### config.mk
export PLATFORM = sky130hd
export DESIGN_NAME = ring_neighbor_energy_sum
export DESIGN_NICKNAME = d
export VERILOG_FILES = /design/src/hdl/rnes_pkg.sv /design/src/hdl/rnes_mac.sv /design/src/hdl/ring_neighbor_energy_sum.sv
export SDC_FILE = /design/constraint.sdc
export NUM_CORES = 2
export LEC_CHECK = 0
export ABC_AREA = 0
export ABC_CLOCK_PERIOD_IN_PS = 11200
export BUFFER_PORTS_ARGS = -buffer_cell sky130_fd_sc_hd__buf_2
export CAP_MARGIN = 10
export CORE_MARGIN = 2
export CORE_UTILIZATION = 41
export CTS_BUF_LIST = sky130_fd_sc_hd__clkbuf_8 sky130_fd_sc_hd__clkbuf_16
export CTS_CLUSTER_DIAMETER = 120
export DETAILED_ROUTE_END_ITERATION = 16
export GPL_ROUTABILITY_DRIVEN = 0
export MAX_ROUTING_LAYER = met4
export SLEW_MARGIN = 15
export SYNTH_ARGS = -nofsm -noshare
export SYNTH_HDL_FRONTEND = slang
export SYNTH_SLANG_ARGS = --single-unit
### constraint.sdc
create_clock -name clk -period 11.2 [get_ports clk]
set_input_delay 1.68 -clock clk [delete_from_list [all_inputs] [get_ports clk]]
set_output_delay 1.68 -clock clk [all_outputs]
set_load 0.01 [all_outputs]
### src/hdl/rnes_pkg.sv
// ============================================================================
// rnes_pkg: shared types and constants for the ring neighbor energy sum
// Ring size, field widths, register indexes and the count bundle that
// travels from the count stage into the multiply-accumulate lanes.
// ============================================================================
`default_nettype none

package rnes_pkg;

    // Ring geometry and field widths
    localparam int RING_SITES = 16;
    localparam int OCC_W      = 16;
    localparam int COEF_W     = 32;
    localparam int SUM_W      = 40;
    localparam int CNT_W      = $clog2(RING_SITES + 1);
    localparam int PROD_W     = COEF_W + CNT_W + 1;
    localparam int NUM_REGS   = 8;
    localparam int CFG_IDX_W  = $clog2(NUM_REGS);

    // Configuration register indexes
    typedef enum logic [CFG_IDX_W-1:0] {
        REG_BASE_ENERGY       = 3'd0,
        REG_ISOLATED_ENERGY   = 3'd1,
        REG_EDGE_ENERGY       = 3'd2,
        REG_INNER_ENERGY      = 3'd3,
        REG_BASE_ENTHALPY     = 3'd4,
        REG_ISOLATED_ENTHALPY = 3'd5,
        REG_EDGE_ENTHALPY     = 3'd6,
        REG_INNER_ENTHALPY    = 3'd7
    } cfg_idx_t;

    // Site counts per neighbor class
    typedef struct packed {
        logic [CNT_W-1:0] n_occ;
        logic [CNT_W-1:0] n_isolated;
        logic [CNT_W-1:0] n_edge;
        logic [CNT_W-1:0] n_inner;
    } cnt_t;

    // Stage advance strobes for the accumulate lanes
    typedef struct packed {
        logic adv_mul;
        logic adv_sum;
    } mac_ctrl_t;

    // Map the input pattern onto the ring; sites past the input are empty
    function automatic logic [RING_SITES-1:0] ring_bits(input logic [OCC_W-1:0] pattern);
        logic [OCC_W+RING_SITES-1:0] wide;
        wide = {{RING_SITES{1'b0}}, pattern};
        return wide[RING_SITES-1:0];
    endfunction

    // Population count of a ring-wide mask
    function automatic logic [CNT_W-1:0] popcount(input logic [RING_SITES-1:0] mask);
        logic [CNT_W-1:0] acc;
        acc = '0;
        for (int i = 0; i < RING_SITES; i++)
        begin
            acc = acc + CNT_W'(mask[i]);
        end
        return acc;
    endfunction

endpackage

`default_nettype wire

### src/hdl/rnes_mac.sv
// ============================================================================
// rnes_mac: weighted sum of the class counts for one quantity
// Multiplies each class count by its coefficient in one stage, then adds
// the four products into the 40-bit result in the next stage.
// ============================================================================
`default_nettype none

module rnes_mac (
    input  wire logic                         clk,
    input  wire rnes_pkg::mac_ctrl_t          ctrl,
    input  wire rnes_pkg::cnt_t               cnt,
    input  wire logic signed [31:0]           coef_base,
    input  wire logic signed [31:0]           coef_isolated,
    input  wire logic signed [31:0]           coef_edge,
    input  wire logic signed [31:0]           coef_inner,
    output logic signed [39:0]                sum
);
    import rnes_pkg::*;

    logic signed [PROD_W-1:0] prod_base_reg,  prod_base_next;
    logic signed [PROD_W-1:0] prod_iso_reg,   prod_iso_next;
    logic signed [PROD_W-1:0] prod_edge_reg,  prod_edge_next;
    logic signed [PROD_W-1:0] prod_inner_reg, prod_inner_next;
    logic signed [SUM_W-1:0]  sum_reg,        sum_next;

    // Multiply each count (unsigned) by its signed coefficient
    always_comb
    begin
        prod_base_next  = PROD_W'(coef_base)     * $signed(PROD_W'(cnt.n_occ));
        prod_iso_next   = PROD_W'(coef_isolated) * $signed(PROD_W'(cnt.n_isolated));
        prod_edge_next  = PROD_W'(coef_edge)     * $signed(PROD_W'(cnt.n_edge));
        prod_inner_next = PROD_W'(coef_inner)    * $signed(PROD_W'(cnt.n_inner));
    end

    // Add the four sign-extended products
    always_comb
    begin
        sum_next = SUM_W'(prod_base_reg) + SUM_W'(prod_iso_reg)
                 + SUM_W'(prod_edge_reg) + SUM_W'(prod_inner_reg);
    end

    // Hold product and sum registers while the stage is stalled
    always_ff @(posedge clk)
    begin
        if (ctrl.adv_mul)
        begin
            prod_base_reg  <= prod_base_next;
            prod_iso_reg   <= prod_iso_next;
            prod_edge_reg  <= prod_edge_next;
            prod_inner_reg <= prod_inner_next;
        end
        if (ctrl.adv_sum)
        begin
            sum_reg <= sum_next;
        end
    end

    assign sum = sum_reg;

endmodule

`default_nettype wire

### src/hdl/ring_neighbor_energy_sum.sv
// An accepted request passes the classify, count, multiply and add stage
// registers to out_valid. Throughput: one request per cycle when not stalled;
// the four stages each advance whenever the stage after them is empty or moving.
// Reset: clears all stage valid bits and the eight coefficient registers.
// in_stall rises only when every stage is full and out_stall is high.
// ============================================================================
// ring_neighbor_energy_sum: summed free energy and enthalpy of a ring pattern
// Classifies each occupied site by its two ring neighbors, counts the
// classes and forms the weighted Q24.16 sums of both quantities.
// ============================================================================
`default_nettype none

module ring_neighbor_energy_sum (
    input  wire logic                            clk,
    input  wire logic                            rst_n,
    input  wire logic                            cfg_we,
    input  wire logic [rnes_pkg::CFG_IDX_W-1:0]  cfg_index,
    input  wire logic [31:0]                     cfg_data,
    input  wire logic                            in_valid,
    output logic                                 in_stall,
    input  wire logic [15:0]                     site_occupancy,
    output logic                                 out_valid,
    input  wire logic                            out_stall,
    output logic signed [39:0]                   free_energy,
    output logic signed [39:0]                   total_enthalpy
);
    import rnes_pkg::*;

    logic [COEF_W-1:0] cfg_reg [NUM_REGS];

    logic s1_valid_reg, s2_valid_reg, s3_valid_reg, s4_valid_reg;
    logic rdy1, rdy2, rdy3, rdy4;

    logic [RING_SITES-1:0] iso_reg,   iso_next;
    logic [RING_SITES-1:0] edg_reg,   edg_next;
    logic [RING_SITES-1:0] inner_reg, inner_next;
    logic [RING_SITES-1:0] occ_vec;
    cnt_t                  cnt_reg,   cnt_next;
    mac_ctrl_t             mac_ctrl;

    // Write coefficient registers
    always_ff @(posedge clk or negedge rst_n)
    begin
        if (!rst_n)
        begin
            for (int i = 0; i < NUM_REGS; i++)
            begin
                cfg_reg[i] <= '0;
            end
        end
        else if (cfg_we)
        begin
            cfg_reg[cfg_index] <= cfg_data;
        end
    end

    // Stage ready chain: a stage advances when empty or when its successor moves
    always_comb
    begin
        rdy4     = !s4_valid_reg || !out_stall;
        rdy3     = !s3_valid_reg || rdy4;
        rdy2     = !s2_valid_reg || rdy3;
        rdy1     = !s1_valid_reg || rdy2;
        in_stall = !rdy1;
        mac_ctrl.adv_mul = rdy3;
        mac_ctrl.adv_sum = rdy4;
    end

    // Classify each occupied site by the occupancy of its two ring neighbors
    always_comb
    begin
        logic [1:0] nb;
        int         lft;
        int         rgt;
        occ_vec    = ring_bits(site_occupancy);
        iso_next   = '0;
        edg_next   = '0;
        inner_next = '0;
        for (int k = 0; k < RING_SITES; k++)
        begin
            lft = (k == 0) ? RING_SITES - 1 : k - 1;
            rgt = (k == RING_SITES - 1) ? 0 : k + 1;
            nb  = 2'(occ_vec[lft]) + 2'(occ_vec[rgt]);
            iso_next[k]   = occ_vec[k] && (nb == 2'd0);
            edg_next[k]   = occ_vec[k] && (nb == 2'd1);
            inner_next[k] = occ_vec[k] && (nb == 2'd2);
        end
    end

    // Count sites in each class
    always_comb
    begin
        cnt_next.n_isolated = popcount(iso_reg);
        cnt_next.n_edge     = popcount(edg_reg);
        cnt_next.n_inner    = popcount(inner_reg);
        cnt_next.n_occ      = popcount(iso_reg | edg_reg | inner_reg);
    end

    // Advance stage valid bits
    always_ff @(posedge clk or negedge rst_n)
    begin
        if (!rst_n)
        begin
            s1_valid_reg <= 1'b0;
            s2_valid_reg <= 1'b0;
            s3_valid_reg <= 1'b0;
            s4_valid_reg <= 1'b0;
        end
        else
        begin
            if (rdy1)
            begin
                s1_valid_reg <= in_valid;
            end
            if (rdy2)
            begin
                s2_valid_reg <= s1_valid_reg;
            end
            if (rdy3)
            begin
                s3_valid_reg <= s2_valid_reg;
            end
            if (rdy4)
            begin
                s4_valid_reg <= s3_valid_reg;
            end
        end
    end

    // Hold stage payloads while stalled
    always_ff @(posedge clk)
    begin
        if (rdy1)
        begin
            iso_reg   <= iso_next;
            edg_reg   <= edg_next;
            inner_reg <= inner_next;
        end
        if (rdy2)
        begin
            cnt_reg <= cnt_next;
        end
    end

    rnes_mac u_mac_energy (
        .clk           (clk),
        .ctrl          (mac_ctrl),
        .cnt           (cnt_reg),
        .coef_base     ($signed(cfg_reg[REG_BASE_ENERGY])),
        .coef_isolated ($signed(cfg_reg[REG_ISOLATED_ENERGY])),
        .coef_edge     ($signed(cfg_reg[REG_EDGE_ENERGY])),
        .coef_inner    ($signed(cfg_reg[REG_INNER_ENERGY])),
        .sum           (free_energy)
    );

    rnes_mac u_mac_enthalpy (
        .clk           (clk),
        .ctrl          (mac_ctrl),
        .cnt           (cnt_reg),
        .coef_base     ($signed(cfg_reg[REG_BASE_ENTHALPY])),
        .coef_isolated ($signed(cfg_reg[REG_ISOLATED_ENTHALPY])),
        .coef_edge     ($signed(cfg_reg[REG_EDGE_ENTHALPY])),
        .coef_inner    ($signed(cfg_reg[REG_INNER_ENTHALPY])),
        .sum           (total_enthalpy)
    );

    assign out_valid = s4_valid_reg;

    // Input is held off only when the whole pipe is full and the output stalled
    assert property (@(posedge clk) disable iff (!rst_n)
        in_stall |-> (s1_valid_reg && s2_valid_reg && s3_valid_reg
                      && s4_valid_reg && out_stall))
        else $error("input stalled while pipeline has room");

    // Every occupied site falls into exactly one neighbor class
    assert property (@(posedge clk) disable iff (!rst_n)
        s2_valid_reg |-> (CNT_W'(cnt_reg.n_isolated + cnt_reg.n_edge + cnt_reg.n_inner)
                          == cnt_reg.n_occ))
        else $error("class counts do not add up to occupied sites");

    // A full multiply stage that cannot advance keeps its item
    assert property (@(posedge clk) disable iff (!rst_n)
        (s3_valid_reg && !rdy3) |=> s3_valid_reg)
        else $error("multiply stage dropped a request under stall");

    // A configuration write lands in the addressed register
    assert property (@(posedge clk) disable iff (!rst_n)
        cfg_we |=> (cfg_reg[$past(cfg_index)] == $past(cfg_data)))
        else $error("coefficient register write lost");

endmodule

`default_nettype wire
-- Yosys cells after proc, flatten, opt, wreduce, memory -nomap -nowiden
Cells that the tools add are included.
W data, S select, Z words.
- order comparisons: 2
- add/subtract/negate cells: 82
- bitwise gates (word level): 3
- multipliers: 8
- equal/unequal tests: 32
- multiplexer cells: 3
- reductions and logical operators: 75
- operators by type and width (cell ; count):
    $mul A32 B6 Y38 ; 8
    $bwmux W256 ; 1
    $add A5 B1 Y5 ; 44
    $demux W32 S3 ; 1
    $add A39 B38 Y40 ; 2
    $add A40 B38 Y40 ; 2
    $add A38 B38 Y39 ; 2
    $logic_and A1 B1 Y1 ; 49
    $add A1 B1 Y2 ; 20
    $eq A2 B1 Y1 const B ; 16
    $eq A2 B2 Y1 const B ; 16
    $logic_not A2 Y1 ; 16
    $mux W32 ; 1
    $or A16 B16 Y16 ; 2
    $add A4 B1 Y5 ; 4
    $add A3 B1 Y4 ; 4
    $add A2 B1 Y3 ; 4
    $logic_not A1 Y1 ; 6
    $ge A4 B4 Y1 const B ; 1
    $logic_or A1 B1 Y1 ; 4
    $lt A4 B1 Y1 const B ; 1
    $not A3 Y4 ; 1
- flip-flop bits (word level): 712
- output and inout bits: 82
- logic and storage cells: 234
- input port bits: 56

-- Longest topological paths before layout
- word-level depth: 17
- depth in mapped cells: 20
- mapped depth without buffers: 17

-- Modules after synthesis
From an unflattened synthesis, not the netlist that was laid out.
- cell total of the unflattened synthesis: 8127
- area, all modules: 80589.8 um^2
- by module, submodules not included (module ; cells an instance ; area each (um^2) ; seq. area each (um^2) ; instances):
    rnes_mac at u_mac_energy ; 3614 ; 33231.9 ; 5765.5 ; 1
    rnes_mac at u_mac_enthalpy ; 3609 ; 33204.3 ; 5765.5 ; 1
    ring_neighbor_energy_sum ; 904 ; 14153.6 ; 8548.2 ; 1

-- Worst setup path before layout
OpenSTA, ideal clock, no wires.
- path kind: input -> register
- from: in out_stall
- to: reg u_mac_energy.prod_base_reg[0] (enable)
- arrival time: 7.738 ns
- cell stages on the path: 2
- setup time: 0.656 ns
- path slack: 2.806 ns
- cells stage by stage: and3_1 -> inv_1
- longest elaborated chain between the ends: 3
- RTL lines (item ; line ; text):
    start: declaration ; ring_neighbor_energy_sum.sv:23 ; input wire logic out_stall,
    $logic_not A1 Y1 ; ring_neighbor_energy_sum.sv:60 ; rdy4 = !s4_valid_reg || !out_stall;
    $logic_or A1 B1 Y1 ; ring_neighbor_energy_sum.sv:60 ;
    $logic_or A1 B1 Y1 ; ring_neighbor_energy_sum.sv:61 ; rdy3 = !s3_valid_reg || rdy4;
    named net rdy3 ; ring_neighbor_energy_sum.sv:32 ; logic rdy1, rdy2, rdy3, rdy4;
    end signal: assignment ; rnes_mac.sv:47 ; prod_base_reg <= prod_base_next;
    end: declaration ; rnes_mac.sv:20 ; logic signed [PROD_W-1:0] prod_base_reg, prod_base_next;
The timed path passes the listed nets, and every way through them passes these cells.
A chain may end at the register's enable or synchronous reset.

-- Final worst setup path
- from: reg cnt_reg[17] (netlist name)
- to: reg u_mac_enthalpy.prod_base_reg[35] (data pin)
- longest elaborated chain between the ends: 1
- RTL lines (item ; line ; text):
    start: declaration ; ring_neighbor_energy_sum.sv:38 ; cnt_t cnt_reg, cnt_next;
    start signal: assignment ; ring_neighbor_energy_sum.sv:141 ; cnt_reg <= cnt_next;
    $mul A32 B6 Y38 ; rnes_mac.sv:29 ; prod_base_next = PROD_W'(coef_base) * $signed(PROD_W'(cnt.n_occ));
    named net u_mac_enthalpy.prod_base_next[35] ; rnes_mac.sv:20 ;
    end signal: assignment ; rnes_mac.sv:47 ;
    end: declaration ; rnes_mac.sv:20 ;
The timed path passes the listed nets, and every way through them passes these cells.

==> results.tsv <==
stage	metric	value	unit
timing	final critical-path share of the clock period	58.6	%
synthesis	Synth Area in Simple Gates	14.0	%
routing	antenna viol nets, final	0	
timing	final hold violation count	0	
critical_path	reg2reg path depth	18	
synthesis	area share of the largest cell type after synthesis	24.3	%
clock_tree	postcts setup bufs	0	
synthesis	Seq/Total Area, Yosys	25.2	%
synthesis	dominant cells by area after synthesis	fa_1 24%, edfxtp_1 17%, ha_1 11%	
critical_path	Data required, critical path	11770	ps
timing	crit path setup slack, layout	4640	ps
synthesis	Mapped Area	0.0798	mm²
critical_path	CP Launch Type	register	
timing	fin crit period	6560	ps
timing	Total Neg Setup Slack	0	ps
grt	GRT Util Overall	20.5	%
floorplan	die area	0.198	mm²
critical_path	buffers and inverters on the worst path	3	
placement	Area after DPL	0.0833	mm²
floorplan	die width	445	µm
floorplan	I/O pin count	138	
critical_path	critical path type	reg -> reg	
timing	Worst Clk Skew	52.4	ps
cells_and_area	Nets	9813	
clock_tree	TritonCTS buffer count	90	
synthesis	Compound-Gate Fraction of Synth Area	8.25	%
synthesis	area share of xor/xnor cells in the synthesized design	3.79	%
clock_tree	H-tree Lvls	3	
synthesis	Post-synth EDFFs	452	
clock_tree	CTS max path bufs	3	
routing	Iteration-0 DRC Markers	3469	
clock_tree	cts hold-fix bufs	0	
critical_path	CP max FO	37	
cells_and_area	number of flip-flops in the largest register	256	
synthesis	Syn. warnings	0	
timing	Slew headroom	4.87	%
clock_tree	CTS tree	done	
placement	DP HPWL	151000	µm
worst_hold_path	Worst Hold Class	reg -> reg	
critical_path	Crit. End Element	register	
routing	vias per cell	5.01	
timing	Final Max Slew Viols	0	
synthesis	Async SR Flop Fraction	36.5	%
routing	first drt pass iteration count	6	
timing	Hold WS	464	ps
synthesis	largest family of logic cells by synthesized area	adder cells	
synthesis	ys flop type	edfxtp_1	
run_status	status	finished clean	
synthesis	cell accounting for the most synthesized area	fa_1	
placement	dpl ws	4820	ps
timing	Final Setup Violations	0	
placement	IO Port Bufs	137	
routing	Detailed Route WL	193000	µm
cells_and_area	area delta synth->final	7.99	%
clock_tree	clk slew on worst S/H paths	60	ps
critical_path	Critical Path Start	cnt_reg[17]	
flow_run	max-cap viol count	0	
synthesis	Unique masters post-synth	79	
clock_tree	# resized after CTS	0	
worst_hold_path	worst hold start	s3_valid_reg	
critical_path	Setup crit end	u_mac_enthalpy.prod_base_reg[35]	
synthesis	Synthesized Nets	9751	
synthesis	syn_area_per_cell	9.96	µm²
critical_path	reg2reg end	u_mac_enthalpy.prod_base_reg[35]	
routing	overall via count from detail_route	53500	
synthesis	synthesized flop and latch total	712	
grt	global-route wire length before repair	307000	µm
floorplan	initial core utilization	41.4	%
routing	Routed WL per cell	18.0	µm
synthesis	Syn Inst Count	8011	
routing	drt drc	0	
clock_tree	Root Driver	clkbuf_16	
floorplan	die height	445	µm
timing	RSZ-0062 raised after global routing	false	
critical_path	critical path's slowest cell	edfxtp_1	
clock_tree	clk sink count	712	
grt	grt total ovfl	0	
synthesis	Adder-Cell Fraction of Synth Area	35.5	%
grt	number of global-route vias before repair	53600	
grt	pin count of the biggest net entering global routing	153	
critical_path	CP peak stage delay	980	ps
grt	initial antenna violation count	28	
critical_path	r2r setup slk	4640	ps
cells_and_area	fin area	0.0862	mm²
critical_path	critical path data arrival time	7130	ps
synthesis	mux share of post-synthesis cell area	3.61	%
critical_path	Crit path depth	18	
timing	maximum clock frequency	0.152	GHz
critical_path	cell repeated most along the worst path	fa_1	
critical_path	origin of the critical flop-to-flop path	cnt_reg[17]	
floorplan	row count	161	
critical_path	worst-path cell chain	buf_4 > and2_1 > fa_1 > fa_1 > inv_1 > fa_1 > inv_1 > ha_1 > and4_1 > a21o_1 > a211oi_2 > o31ai_2 > a31oi_4 > o311ai_1 > a21oi_2 > o221ai_2 > or4b_1 > nand3_1	
critical_path	delay-heaviest family, CP	adder cells	
clock_tree	clock insertion delay at the later pin of the skew report	750	ps
timing	worst slew pin tran	1430	ps
floorplan	core area	0.193	mm²
cells_and_area	layout cells sized above 1	7.51	%
Yosys cell counts, types with 6 or more instances:
cell type  instances
xor2_1            91
o21bai_1          57
o2111ai_1          6
nand3_1           55
clkbuf_1         205
or2_2              6
a31o_2             6
a211oi_1          34
nor2_1           162
fa_1             970
inv_1           1847
a31oi_1           31
and3_1            41
nand2_1          208
and2_1          1278
o21ai_0          160
nor3b_1            9
nor3_1            52
o211a_1            7
a21o_1           200
a21oi_1          325
o21a_1            39
o211ai_1          24
and4_1             9
a221o_1            8
nand4_1           40
a21boi_0           6
xnor2_1          254
mux2_2           256
nand2b_1          32
or3_1             14
dfrtp_1          260
a221oi_1          10
ha_1             714
edfxtp_1         452
o31ai_1           15
nor2b_1           32
layout make-up:
class / instances / area, µm²
diodes: 13 / 32.5
clock buffers: 97 / 2350
clock inverters: 73 / 568
fillers: 18400 / 107000
inverters: 1847 / 6940
multi-input cells: 5246 / 52100
flip-flops and latches: 712 / 20100
well taps: 2526 / 3160
repair buffers: 176 / 1000
worst min-delay path by stage:
stage	cells past startpoint	end	slack, ps
2_1_floorplan	1	out_valid	430
3_3_place_gp	1	out_valid	460
3_5_place_dp	1	out_valid	450
4_1_cts	1	out_valid	470
5_1_grt	1	s2_valid_reg	490
6_report	1	out_valid	460
through the flow:
step	instances	utilization [%]
after floorplan	8011	-
after global placement	10500	43.1
after detailed placement	10500	43.1
after CTS	10700	44.7
after global routing	10700	44.7
final	10700	44.7
cell families (layout without fill, tap and decap cells):
logic type,Yosys count,count (layout)
and+or+nand+nor,1951,1951
AOI/OAI and AO/OA,1010,1010
buffers and inverters,2053,2193
xor gates and xnor gates,345,345
adders and majority gates,1684,1684
muxes,256,256
other,0,13
DFF,712,712
cell usage in the layout, fill, tap and decap left out, drive strengths merged, types with 37 or more instances in the layout:
master	netlist	layout
edfxtp	452	452
xor2	91	91
clkbuf	205	97
fa	970	970
nand4	40	40
xnor2	254	254
dfrtp	260	260
inv	1847	1872
buf	1	176
nand3	55	55
ha	714	714
nand2	208	208
nor2	162	162
nor3	52	52
o21bai	57	57
o21a	39	39
a211oi	40	40
clkinv	0	37
and3	41	41
a21o	200	200
a21oi	326	326
mux2	256	256
and2	1278	1278
o21ai	164	164
per-layer routing:
layer  share of wire [%]  track usage (%)  up-vias
li1                    -                -    25400
met1                  45             27.6    26800
met2                  46             31.9     1104
met3                 5.8             3.17      216
met4                 3.1             6.32        0
met5                   0                -        -
Power is not shown: default switching activity piles up to over one toggle a cycle in this logic, so the estimate is an artifact.
